[config.mk]
export PLATFORM = sky130hd
export DESIGN_NAME = jdpm_isqrt
export DESIGN_NICKNAME = d
export VERILOG_FILES = /design/src/rtl/joystick_deadzone_polar_map_unit_defines.svh /design/src/rtl/jdpm_isqrt.sv
export SDC_FILE = /design/constraint.sdc
export NUM_CORES = 1
export LEC_CHECK = 0
export BUFFER_PORTS_ARGS = -buffer_cell sky130_fd_sc_hd__buf_2
export CAP_MARGIN = 40
export CORE_AREA = 2 2 314 316
export CTS_CLUSTER_DIAMETER = 80
export DETAILED_ROUTE_END_ITERATION = 8
export DIE_AREA = 0 0 316 318
export GPL_ROUTABILITY_DRIVEN = 0
export HOLD_SLACK_MARGIN = 0.02
export PLACE_DENSITY_LB_ADDON = 0.12
export SLEW_MARGIN = 20
export SYNTH_ARGS = -nofsm -noshare
export SYNTH_HDL_FRONTEND = slang
export SYNTH_SLANG_ARGS = --single-unit
[constraint.sdc]
create_clock -name clock -period 4.6 [get_ports clock]
set_clock_uncertainty 0.15 [all_clocks]
set_input_delay 0.69 -clock clock [delete_from_list [all_inputs] [get_ports clock]]
set_output_delay 0.69 -clock clock [all_outputs]
set_load 0.01 [all_outputs]
[src/rtl/joystick_deadzone_polar_map_unit_defines.svh]
// Assertion macros used by the top-level RTL file.
`ifndef JOYSTICK_DEADZONE_POLAR_MAP_UNIT_DEFINES_SVH
`define JOYSTICK_DEADZONE_POLAR_MAP_UNIT_DEFINES_SVH

// The consequent must hold in the same cycle as the antecedent.
`define JDPM_ASSERT_SAME(lbl, clk, rst, ante, cons, msg) \
   lbl: assert property (@(posedge clk) disable iff (rst) (ante) |-> (cons)) else $error(msg);

// The consequent must hold in the cycle after the antecedent.
`define JDPM_ASSERT_NEXT(lbl, clk, rst, ante, cons, msg) \
   lbl: assert property (@(posedge clk) disable iff (rst) (ante) |=> (cons)) else $error(msg);

`endif

[src/rtl/jdpm_isqrt.sv]
module jdpm_isqrt #(
   parameter int W = 32
) (
   input  logic           clock,
   input  logic           en,
   input  logic [W-1:0]   arg,
   output logic [W/2-1:0] root
);

   localparam int S = W / 2;

   logic [W-1:0] v_ff [S-1];
   logic [W-1:0] res_ff [S];

   // One root bit per stage. The trial bit never overlaps the partial
   // root, so res + bit is an OR.
   for (genvar k = 0; k < S; k++) begin : g_step
      logic [W-1:0] v_cur;
      logic [W-1:0] res_cur;
      logic [W-1:0] bit_c;
      logic [W-1:0] trial;
      logic [W-1:0] v_nxt;
      logic [W-1:0] res_nxt;

      if (k == 0) begin : g_first
         assign v_cur   = arg;
         assign res_cur = '0;
      end else begin : g_rest
         assign v_cur   = v_ff[k-1];
         assign res_cur = res_ff[k-1];
      end

      assign bit_c = W'(1) << (W - 2 - 2 * k);
      assign trial = res_cur | bit_c;

      always_comb begin
         if (v_cur >= trial) begin
            v_nxt   = v_cur - trial;
            res_nxt = (res_cur >> 1) | bit_c;
         end else begin
            v_nxt   = v_cur;
            res_nxt = res_cur >> 1;
         end
      end

      always_ff @(posedge clock) begin
         if (en) begin
            res_ff[k] <= res_nxt;
         end
      end

      if (k < S - 1) begin : g_rem
         always_ff @(posedge clock) begin
            if (en) begin
               v_ff[k] <= v_nxt;
            end
         end
      end
   end

   assign root = res_ff[S-1][S-1:0];

endmodule

After elaboration in Yosys (flattened, before gate mapping)
Memories as Yosys holds them, arrays and structs flattened.
Index checks and enable logic that the tools add are counted.
{ "classes": {"addsub": 15, "magnitude_cmp": 16, "muxes": 33} }
{ "ops": {"columns": ["cell", "n"], "rows": [
  ["greater-or-equal comparator 32 bit", 15],
  ["two-way mux 32 bit", 15],
  ["subtractor 32 bit", 14],
  ["greater-or-equal comparator 32 x 31 -> 1 bit, second input constant", 1],
  ["subtractor 32 x 31 -> 32 bit, second input constant", 1],
  ["two-way mux 31 bit", 1],
  ["two-way mux 29 bit", 1],
  ["two-way mux 27 bit", 1],
  ["two-way mux 25 bit", 1],
  ["two-way mux 23 bit", 1],
  ["two-way mux 21 bit", 1],
  ["two-way mux 19 bit", 1],
  ["two-way mux 17 bit", 1],
  ["two-way mux 15 bit", 1],
  ["two-way mux 13 bit", 1],
  ["two-way mux 11 bit", 1],
  ["two-way mux 9 bit", 1],
  ["two-way mux 7 bit", 1],
  ["two-way mux 5 bit", 1],
  ["two-way mux 1 bit", 3],
  ["two-way mux 3 bit", 1]
]} }
{ "word_totals": {"regBits": 0, "mem_bits_rw": 976, "inputBits": 34, "output_inout_bits": 16, "memories": 2} }
{ "memory_table": {"columns": ["memory", "depth", "width", "read_ports", "rd_clocked_by_memory_dff", "wr", "line_no", "rtl"], "rows": [
  ["res_ff", 16, 31, 16, 0, 16, "jdpm_isqrt.sv:13", "logic [W-1:0] res_ff [S];"],
  ["v_ff", 15, 32, 15, 0, 15, "jdpm_isqrt.sv:12", "logic [W-1:0] v_ff [S-1];"]
]} }

Depth between registers and ports, before layout
An unclocked memory read counts as a cell.
{ "logic_depth": {"ltp_word": 3, "mapped_depth": 12, "depth_no_buf": 11} }

Least setup slack after synthesis
Ideal clock, no wire load.
{ "synth_timing": {"kind": "register to register", "start": "memory v_ff[13][4]", "end": "memory v_ff[14][27] (data pin)", "arrival_time_ns": 2.410, "t_required_ns": 4.183, "setup_slack_ns": 1.773, "path_stages_with_launch": 11, "path_buffers": 1, "period_less_slack_ns": 2.827, "cell_sequence": "edfxtp_1 ha_1 or3_4 o22ai_4 a211oi_1 a211o_1 a211o_1 and3_4 buf_6 nor4_2 xor2_1"} }
{ "synth_lines": {"columns": ["item", "line_no"], "rows": [
  ["start: declaration", "jdpm_isqrt.sv:12"]
]} }

==> results.ini <==
[cts]
cts_buffer_depth=3
postCtsSetupBuffers=0
numCtsBuffers=73
htreeDepth=3
holdBufCountCts=0
clock_sinks=616
cts-root-buf=clkbuf_16
cts_tree=yes
worstSkewPairLatency_ns=0.63
post_cts_resized=0
clkTransAtPathRegs_ns=0.06

[synthesis]
synth_area_um2=28870
synth-edff-count=616
ys_seq_elements=616
yosysWarnings=0
synth.most_common_cell=edfxtp_1
syn_inst=2221
synth_common_cells=edfxtp_1, inv_1, ha_1, nor2_1, nand2_1
yosys.area.top_type_share_pct=64.07
synth.avg_cell_area_um2=13.00
synth_ff_type=edfxtp_1
async_flop_share_pct=0
ys_seq_area_share_pct=64.07
synthesis.nets=2405
synth.area.top_cells=edfxtp_1, ha_1, xor2_1, xnor2_1, inv_1
yosysTopAreaCell=edfxtp_1
synth.distinct_cells=71

[timing]
rsz0062_at_grt=no
worst_pin_slew_ns=0.9228
setup_tns_ns=0
setup_slack_ns=1.021
drv_slew=0
min_period_over_period_pct=77.81
setup_viol_count_final=0
timing.hold.ws_ns=0.1026
fmax_ghz=0.2794
slew_headroom_pct=38.48
hold_violations=0
min_period_ns=3.579

[worst_setup_path]
crit_arrival_ns=3.79
end_kind=flop
rr_worst_depth=9
rrSetupSlack_ns=1.02
endpoint=v_ff[9][26]$_DFFE_PP_
required_ns=4.81
critPathMaxFanout=4
timing.rr.end=v_ff[9][26]$_DFFE_PP_
critPathLaunchType=flop
crit_type=flop to flop
worstReg2RegStart=v_ff[8][14]$_DFFE_PP_
worstSetupStartpoint=v_ff[8][14]$_DFFE_PP_

[final_layout]
final_cells=3679
fin_nets=2526
drive_gt1_share_pct=9.323
n_antenna_cell=0
syn_to_final_growth_pct=15.05

[detailed_routing]
drtIter0Drc=823
drc=0
drt_pass1_iterations=5
via_count=17180
via_per_inst=4.669
wl_per_cell_um=17.07
final_antenna_net_count=0
wl_um=62800

[global_route]
antenna_found_initial=0
grt_max_degree=95
track_usage_pct=12.68
grt_pass1_vias=18360
grt-ovfl-total=0
grt_pass1_wl_um=99770

[place]
port_buffers=49
dp_cells=3554
hpwl_um=46510
dp_slack_ns=0.9638

[job]
drv_cap=0

[die]
coreArea_um2=97410
start_util_pct=29.64
die_y_um=318
die_w_um=316
num_io_pins=50
dieArea_um2=100500
rows=115

[outcome]
status=completed

[power_and_ir_drop]
power.density_nw_per_um2=469.9
power.total_w=0.01561
leakage_nw=12.33
peakVddDrop_mv=0.2452

[hold_path]
holdCritPathClass=input port to flop
hp-start=arg[11]

==> where the power goes <==
group	internal [W]	switching [W]	leakage, nW
clock	0.00336	0.00232	1.14
sequential	0.00706	0.000498	5.90
combinational	0.00102	0.00134	5.29
total	0.0114	0.00416	12.3
==> logic make-up after synthesis <==
kind of cell	count (synthesis)	share of synthesized area, %
buf+inv	214	2.908
fa+ha+maj	150	6.501
xor+xnor	191	5.794
mux	24	0.9188
flops	616	64.07
compound gates	384	8.147
simple gates	642	11.66
==> per-stage QoR <==
stage	instance area [µm²]	utilization (%)
6_report	33220	34.10
5_1_grt	33220	34.10
4_1_cts	33220	34.10
3_5_place_dp	30880	31.70
3_3_place_gp	30840	31.66
2_1_floorplan	28870	-
==> cell type report <==
| type | instances | area [µm²] |
|---|---|---|
| clock buffers | 86 | 1897 |
| clock inverters | 39 | 441.7 |
| fillers | 9381 | 64200 |
| inverters | 184 | 690.7 |
| multi-input cells | 1391 | 9538 |
| flip-flops and latches | 616 | 18500 |
| well taps | 1287 | 1610 |
| repair buffers | 76 | 541.8 |
==> placed cells by master (no fill, tap or decap), types with 27 or more instances in the layout <==
cell type,instances
inv_1,184
a21oi_1,124
clkbuf_16,74
nand4_1,28
xor2_1,100
o21a_1,32
nor3_1,72
edfxtp_1,616
nand2b_1,36
o21ai_0,91
nand2_1,136
ha_1,150
a21o_1,27
nand3_1,27
buf_2,49
nor2_1,142
xnor2_1,91
nor4_1,75
==> sequential cells by signal, summed over array words and instances, names as in the netlist <==
register and cells:
res_ff 136, v_ff 480
==> per-layer routing <==
metal | part of all wire (%) | track usage (%) | up-vias
met3 | 2.9 | 2.204 | 142
li1 | - | - | 8525
met5 | 0 | 0 | -
met4 | 3.9 | 5.171 | 0
met1 | 38 | 12.89 | 8225
met2 | 56 | 25.01 | 284
==> worst min path at each step <==
stage                                  endpoint  slack [ns]  cells past startpoint
after floorplan           v_ff[10][1]$_DFFE_PP_        0.27                      0
after global placement     v_ff[8][9]$_DFFE_PP_        0.28                      0
after detailed placement  v_ff[12][1]$_DFFE_PP_        0.28                      0
after CTS                 v_ff[0][11]$_DFFE_PP_        0.05                      1
after global routing      v_ff[0][11]$_DFFE_PP_        0.06                      1
final                     v_ff[0][11]$_DFFE_PP_        0.10                      1
==> worst max-delay path: stages (launching register included) <==
cell and delay [ns]:
edfxtp_1 0.39, ha_1 0.36, nor4b_1 0.26, nand4_1 0.24, nor4_1 0.61, nor2_1 0.13, o211ai_1 0.15, o221ai_1 0.21
or4b_2 0.68, xnor2_1 0.15
Power figures use the tool's default switching activity.
