<file path="src/rtl/joystick_deadzone_polar_map_unit_defines.svh">
// Assertion macros used by the top-level RTL file.
`ifndef JOYSTICK_DEADZONE_POLAR_MAP_UNIT_DEFINES_SVH
`define JOYSTICK_DEADZONE_POLAR_MAP_UNIT_DEFINES_SVH

// The consequent must hold in the same cycle as the antecedent.
`define JDPM_ASSERT_SAME(lbl, clk, rst, ante, cons, msg) \
   lbl: assert property (@(posedge clk) disable iff (rst) (ante) |-> (cons)) else $error(msg);

// The consequent must hold in the cycle after the antecedent.
`define JDPM_ASSERT_NEXT(lbl, clk, rst, ante, cons, msg) \
   lbl: assert property (@(posedge clk) disable iff (rst) (ante) |=> (cons)) else $error(msg);

`endif

</file>
<file path="src/rtl/jdpm_pkg.sv">
package jdpm_pkg;

   // Register reset value and full-scale axis count.
   localparam logic [14:0] DEAD_ZONE_RESET = 15'd3200;
   localparam logic [14:0] FULL_SCALE      = 15'd32767;
   localparam logic [14:0] Q14_ONE         = 15'd16384;

   // Angle constants, in units of 2^-20 rad inside and 2^-13 rad outside.
   localparam int          CORDIC_ITERS = 20;
   localparam logic [21:0] PI_Q20       = 22'd3294199;
   localparam logic [15:0] ANGLE_MAX    = 16'd25736;
   localparam logic [15:0] HALF_PI_OUT  = 16'd12868;

   // atan(2^-i) in units of 2^-20 rad, rounded to nearest.
   localparam logic [20:0] ATAN_TAB [CORDIC_ITERS] = '{
      21'd823550, 21'd486170, 21'd256879, 21'd130396, 21'd65451,
      21'd32757,  21'd16383,  21'd8192,   21'd4096,   21'd2048,
      21'd1024,   21'd512,    21'd256,    21'd128,    21'd64,
      21'd32,     21'd16,     21'd8,      21'd4,      21'd2
   };

   // Normalized axis pair that travels down the pipeline.
   typedef struct packed {
      logic signed [15:0] y;
      logic signed [15:0] x;
   } norm_pair_type;

endpackage

</file>
<file path="src/rtl/jdpm_dead_zone.sv">
module jdpm_dead_zone (
   input  logic               clock,
   input  logic               en,
   input  logic signed [15:0] raw,
   input  logic [14:0]        dead_zone,
   output logic signed [15:0] norm
);

   localparam int QW = 15;
   localparam int RW = 29;

   logic [14:0]        span;
   logic signed [16:0] v_ext;
   logic signed [16:0] inv_ext;
   logic signed [16:0] dz_ext;
   logic               pos;
   logic               negc;
   logic [14:0]        num_in;
   logic [14:0]        num_ff;
   logic               neg_ff;
   logic               nz_ff;
   logic [RW-1:0]      rem_ff [QW-1];
   logic [QW-1:0]      q_ff [QW];
   logic               neg_d_ff [QW];
   logic               nz_d_ff [QW];
   logic signed [15:0] qs;
   logic signed [15:0] norm_in;
   logic signed [15:0] norm_ff;

   // Span of the live range above the dead zone; the user must keep it stable while items run.
   assign span = jdpm_pkg::FULL_SCALE - dead_zone;

   // Dead zone test. The negative side uses ~v, which equals -v - 1.
   assign v_ext   = 17'(raw);
   assign inv_ext = 17'(~raw);
   assign dz_ext  = signed'({2'b00, dead_zone});
   assign pos     = v_ext > dz_ext;
   assign negc    = inv_ext > dz_ext;

   always_comb begin
      if (pos) begin
         num_in = 15'(v_ext - dz_ext);
      end else if (negc) begin
         num_in = 15'(inv_ext - dz_ext);
      end else begin
         num_in = '0;
      end
   end

   always_ff @(posedge clock) begin
      if (en) begin
         num_ff <= num_in;
         neg_ff <= negc;
         nz_ff  <= pos | negc;
      end
   end

   // Restoring divider, one quotient bit per stage. The dividend is
   // num * 16384 + span / 2, which is a plain concatenation.
   for (genvar k = 0; k < QW; k++) begin : g_step
      logic [RW-1:0] rem_cur;
      logic [RW-1:0] rem_nxt;
      logic [RW-1:0] dsh;
      logic [QW-1:0] q_cur;
      logic [QW-1:0] q_nxt;
      logic          neg_cur;
      logic          nz_cur;

      if (k == 0) begin : g_first
         assign rem_cur = {num_ff, span[14:1]};
         assign q_cur   = '0;
         assign neg_cur = neg_ff;
         assign nz_cur  = nz_ff;
      end else begin : g_rest
         assign rem_cur = rem_ff[k-1];
         assign q_cur   = q_ff[k-1];
         assign neg_cur = neg_d_ff[k-1];
         assign nz_cur  = nz_d_ff[k-1];
      end

      assign dsh = RW'(span) << (QW - 1 - k);

      always_comb begin
         if (rem_cur >= dsh) begin
            rem_nxt = rem_cur - dsh;
            q_nxt   = q_cur | (QW'(1) << (QW - 1 - k));
         end else begin
            rem_nxt = rem_cur;
            q_nxt   = q_cur;
         end
      end

      always_ff @(posedge clock) begin
         if (en) begin
            q_ff[k]     <= q_nxt;
            neg_d_ff[k] <= neg_cur;
            nz_d_ff[k]  <= nz_cur;
         end
      end

      if (k < QW - 1) begin : g_rem
         always_ff @(posedge clock) begin
            if (en) begin
               rem_ff[k] <= rem_nxt;
            end
         end
      end
   end

   // Apply the sign; a sample inside the dead zone gives zero.
   assign qs = signed'({1'b0, q_ff[QW-1]});

   always_comb begin
      if (!nz_d_ff[QW-1]) begin
         norm_in = '0;
      end else if (neg_d_ff[QW-1]) begin
         norm_in = -qs;
      end else begin
         norm_in = qs;
      end
   end

   always_ff @(posedge clock) begin
      if (en) begin
         norm_ff <= norm_in;
      end
   end

   assign norm = norm_ff;

endmodule

</file>
<file path="config.mk">
export PLATFORM = sky130hd
export DESIGN_NAME = jdpm_dead_zone
export DESIGN_NICKNAME = d
export VERILOG_FILES = /design/src/rtl/joystick_deadzone_polar_map_unit_defines.svh /design/src/rtl/jdpm_pkg.sv /design/src/rtl/jdpm_dead_zone.sv
export SDC_FILE = /design/constraint.sdc
export NUM_CORES = 1
export LEC_CHECK = 0
export BUFFER_PORTS_ARGS = -buffer_cell sky130_fd_sc_hd__buf_2
export CAP_MARGIN = 5
export CORE_ASPECT_RATIO = 1.2
export CORE_MARGIN = 2
export CORE_UTILIZATION = 55
export DETAILED_ROUTE_END_ITERATION = 12
export PLACE_DENSITY = 0.71
export SYNTH_ARGS = -nofsm -noshare
export SYNTH_HDL_FRONTEND = slang
export SYNTH_SLANG_ARGS = --single-unit
</file>
<file path="constraint.sdc">
create_clock -name clock -period 8.07 [get_ports clock]
set_clock_uncertainty 0.15 [all_clocks]
set_input_delay 0.4035 -clock clock [delete_from_list [all_inputs] [get_ports clock]]
set_output_delay 0.4035 -clock clock [all_outputs]
set_load 0.05 [all_outputs]
</file>
# Word level (Yosys, flattened, before mapping)
# Memories as Yosys holds them, arrays and structs flattened.
# Cells that the tools add are included.
# classes
magnitude_cmp,17
reduce_logical,1
add_sub_neg,18
n_mux,34
bitwise,2
# ops
op,n
$mux W29,14
$mux W15,4
$sub A15 B15 Y15,2
$ge A29 B15 Y1,1
$ge A29 B16 Y1,1
$ge A29 B17 Y1,1
$ge A29 B18 Y1,1
$ge A29 B19 Y1,1
$ge A29 B20 Y1,1
$ge A29 B21 Y1,1
$ge A29 B22 Y1,1
$ge A29 B23 Y1,1
$ge A29 B24 Y1,1
$ge A29 B25 Y1,1
$ge A29 B26 Y1,1
$ge A29 B27 Y1,1
$ge A29 B28 Y1,1
$ge A29 B29 Y1,1
$sub A29 B16 Y29,1
$sub A29 B17 Y29,1
$sub A29 B18 Y29,1
$sub A29 B19 Y29,1
$sub A29 B20 Y29,1
$sub A29 B21 Y29,1
other kinds (29),31
# word_totals
register_bits,33
output_inout_bits,16
ram_bits,661
n_memories,4
# memory_table
name,words,word_bits,rd,rd_ports_with_merged_regs,write_ports,line_no,source
rem_ff,14,29,14,0,14,jdpm_dead_zone.sv:22,logic [RW-1:0] rem_ff [QW-1];
q_ff,15,15,15,0,15,jdpm_dead_zone.sv:23,logic [QW-1:0] q_ff [QW];
neg_d_ff,15,1,15,0,15,jdpm_dead_zone.sv:24,logic neg_d_ff [QW];
nz_d_ff,15,1,15,0,15,jdpm_dead_zone.sv:25,logic nz_d_ff [QW];

# Logic depth before layout (Yosys ltp)
# logic_depth
ltp_word,4
depth_mapped,14

# Worst setup path after synthesis
# No wires, ideal clock.
# synth_path
path_kind,input to register
from,input dead_zone[0]
to,memory rem_ff[13][19] (netlist: rem_ff[1][164]) (data pin)
setup_ns,0.266
stages,13
slack_ns,4.247
n_path_buf,0
arrival_time_ns,3.408
cell_sequence,inv_1 > ha_1 > inv_1 > fa_1 > a21oi_1 > o22ai_1 > o41ai_1 > o21ai_0 > a211oi_1 > nor2_1 > or3_1 > nor3_1 > xor2_1
# synth_rtl
item,line_no,source
start: declaration,jdpm_dead_zone.sv:5,"input logic [14:0] dead_zone,"
end: declaration,jdpm_dead_zone.sv:22,

==> run metrics <==
post-synth cell types=83; clock tree sinks=589; count of final setup violators=0; CTS buffer count=59; leakage=0.0139 uW; Cell Area, Placed=34900 sq um; largest net degree at the start of global routing=180; reg-to-reg startpoint=rem_ff[0][125]; Residual DRC=0; first-pass GRT wire length=121000 um; post_cts resized=0; routability cong.=0.914; Final Hold Slack=129 ps; MaxCap Viol Count=0; Die Width=230 um; WHS Endpoint=rem_ff[0][140]; Peak Freq=239 MHz; Slew headroom=20.5%; Final Instance Count excl. Fillers=3850; Crit Path Max Fanout=30; Worst-Margin Slew=1190 ps; number of global-route vias before repair=23538; CP Class=reg -> reg; Post-synth EDFFs=589; vias after detailed routing=23278; Worst setup EP type=flop; die height=275 um; Worst EP arrival=4380 ps; Syn Area/Cell=11.5 sq um; min-delay worst type=in -> reg; CTS Hold Bufs=0; asr flop ratio synth=0%; nature of the critical path startpoint=flop; Final Critical Period=4180 ps; antenna violations before repair=0; Worst-path clk slew=60 ps; status=finished, final reports clean; row count=99; worst reg-to-reg setup slack=3890 ps; layout net count=3297; Synth-to-Final Area Change=9.89%; 1st-iter DRT viols=1950; Ant. Diodes=0; Buffers on Ports=48; mapped cell area=33600 sq um; H-tree depth=2; R2R depth=13; TritonCTS clock tree=done; proportion of layout cells with a drive suffix above 1=8.12%; Skew-Pair Late Insertion Delay=630 ps; RSZ-0062 raised after global routing=false; YS warnings=0; Total GRT Usage=24.0%; drt pass-1 iters=8; core footprint=60700 sq um; CTS root buffer=clkbuf_16; Via density=6.05; initial core utilization=55.4%; Die Area=63200 sq um; reg-to-reg endpoint=rem_ff[0][170]; HP Start=en; Design Area, Final=37000 sq um; flops & latches, synth=589; Syn Nets=3230; Primary FF master, synth=edfxtp_1; post-route setup TNS=0 ps; wire per inst=19.7 um; VDD IR max=0.194 mV; Detail Route Antenna Nets=0; register area share after synthesis=52.6%; total congestion overflow=0; post-CTS setup buffers=0; Min-Delay Path Depth=1; Layout fillers=4879; clk buf depth=3; post-detail-place hpwl=54100 um; Slew Viols, Final=0; post-layout util=60.9%; dpl cells=3739; routed wire length=75900 um; PD cells=333 nW/um^2; Syn Inst Count=2925; final hold violations=0; Final Cycle Share=51.8%; IO Pins=49; WP data required=8280 ps
placed cells by master (no fill, tap or decap), drive strengths merged, types with 22 or more instances in the layout:
master  synthesis  layout
a211oi         24      24
a21o           78      78
a21oi         213     213
and2           22      22
buf             9      64
clkbuf         49      68
clkinv          0      22
edfxtp        589     589
ha            256     256
inv           137     138
mux2           51      51
nand2         200     200
nand2b         55      55
nand3          47      47
nand4          36      36
nor2          215     215
nor2b          35      35
nor3           69      69
nor4           41      41
o21a           26      26
o21ai         183     183
o21bai         28      28
o31ai          25      25
or3            32      32
xnor2         138     138
xor2          123     123
state kept, by name, summed over array words and instances, names as in the netlist:
name and count:
nz_d_ff 15, g_step.nz_cur 1, rem_ff 406, norm 16, q_ff 120, num_ff 15
g_step.neg_cur 1, neg_d_ff 15
synthesized netlist by cell type (25+ instances only):
cell | count | share of area (%)
xor2_1 | 123 | 3.2
inv_1 | 134 | 1.5
nor2b_1 | 35 | 0.65
nand2_1 | 200 | 2.2
nor2_1 | 215 | 2.4
clkbuf_1 | 49 | 0.55
mux2_2 | 48 | 1.6
o21a_1 | 26 | 0.58
nor4_1 | 41 | 0.76
a21oi_1 | 213 | 3.2
nand4_1 | 36 | 0.67
nor3_1 | 69 | 1.0
nand2b_1 | 55 | 1.0
or3_1 | 31 | 0.58
xnor2_1 | 138 | 3.6
o31ai_1 | 25 | 0.56
nand3_1 | 46 | 0.68
a21o_1 | 78 | 1.7
o21bai_1 | 28 | 0.62
edfxtp_1 | 589 | 53
ha_1 | 256 | 9.5
o21ai_0 | 172 | 2.6
cell families after synthesis:
family,count (synthesis),synth area share (%)
compound gates,714,13.5
fa+ha+maj,272,10.5
flops,589,52.6
mux,59,1.94
simple gates,835,12.5
buf+inv,195,2.24
xor+xnor,261,6.79
per-stage QoR:
stage	power (uW)	setup WS, ps
2_1_floorplan	8210	4250
3_3_place_gp	9200	3560
3_5_place_dp	9360	3360
4_1_cts	12300	3960
5_1_grt	13100	3580
6_report	12300	3890
routing by layer:
metal  routed length [um]  global-route usage [%]  vias up
li1                     -                       -    11168
met1                29500                    27.6    11272
met4                 4170                    12.7        0
met2                38900                    43.9      626
met5                    0                       0        -
met3                 3290                    3.06      212
worst max path at each step:
stage | from | end | slack (ps) | cells past startpoint
6_report | rem_ff[0][125] | rem_ff[0][170] | 3890 | 13
2_1_floorplan | dead_zone[0] | rem_ff[1][164] | 4250 | 13
4_1_cts | rem_ff[0][42] | rem_ff[0][76] | 3960 | 9
3_3_place_gp | dead_zone[2] | num_ff[10] | 3560 | 12
3_5_place_dp | dead_zone[1] | rem_ff[1][143] | 3360 | 12
5_1_grt | rem_ff[0][125] | rem_ff[0][170] | 3580 | 13
power by group:
group,switching [uW],internal [uW]
Sequential,513,4430
Combinational,2480,1950
Clock,1180,1780
Total,4170,8150
critical path: stages (launching register included):
cell and delay (ps):
edfxtp_1 390, inv_1 90, ha_1 150, inv_1 50
fa_1 440, a211oi_1 360, o21ai_0 160, a31oi_1 280
a21oi_1 170, a31oi_1 350, o31a_1 840, a21oi_1 130
nor3b_1 210, xor2_1 140
cell type report:
cell class | instances | area (sq um) | area share (%)
clock buffer | 68 | 1530 | 4.14
timing repair buffer | 64 | 408 | 1.10
clock inverter | 43 | 571 | 1.54
multi-input combinational | 2141 | 15300 | 41.3
tap | 808 | 1010 | 2.73
sequential | 589 | 17700 | 47.8
inverter | 137 | 514 | 1.39
No activity file was read; power rests on OpenSTA's default activity.
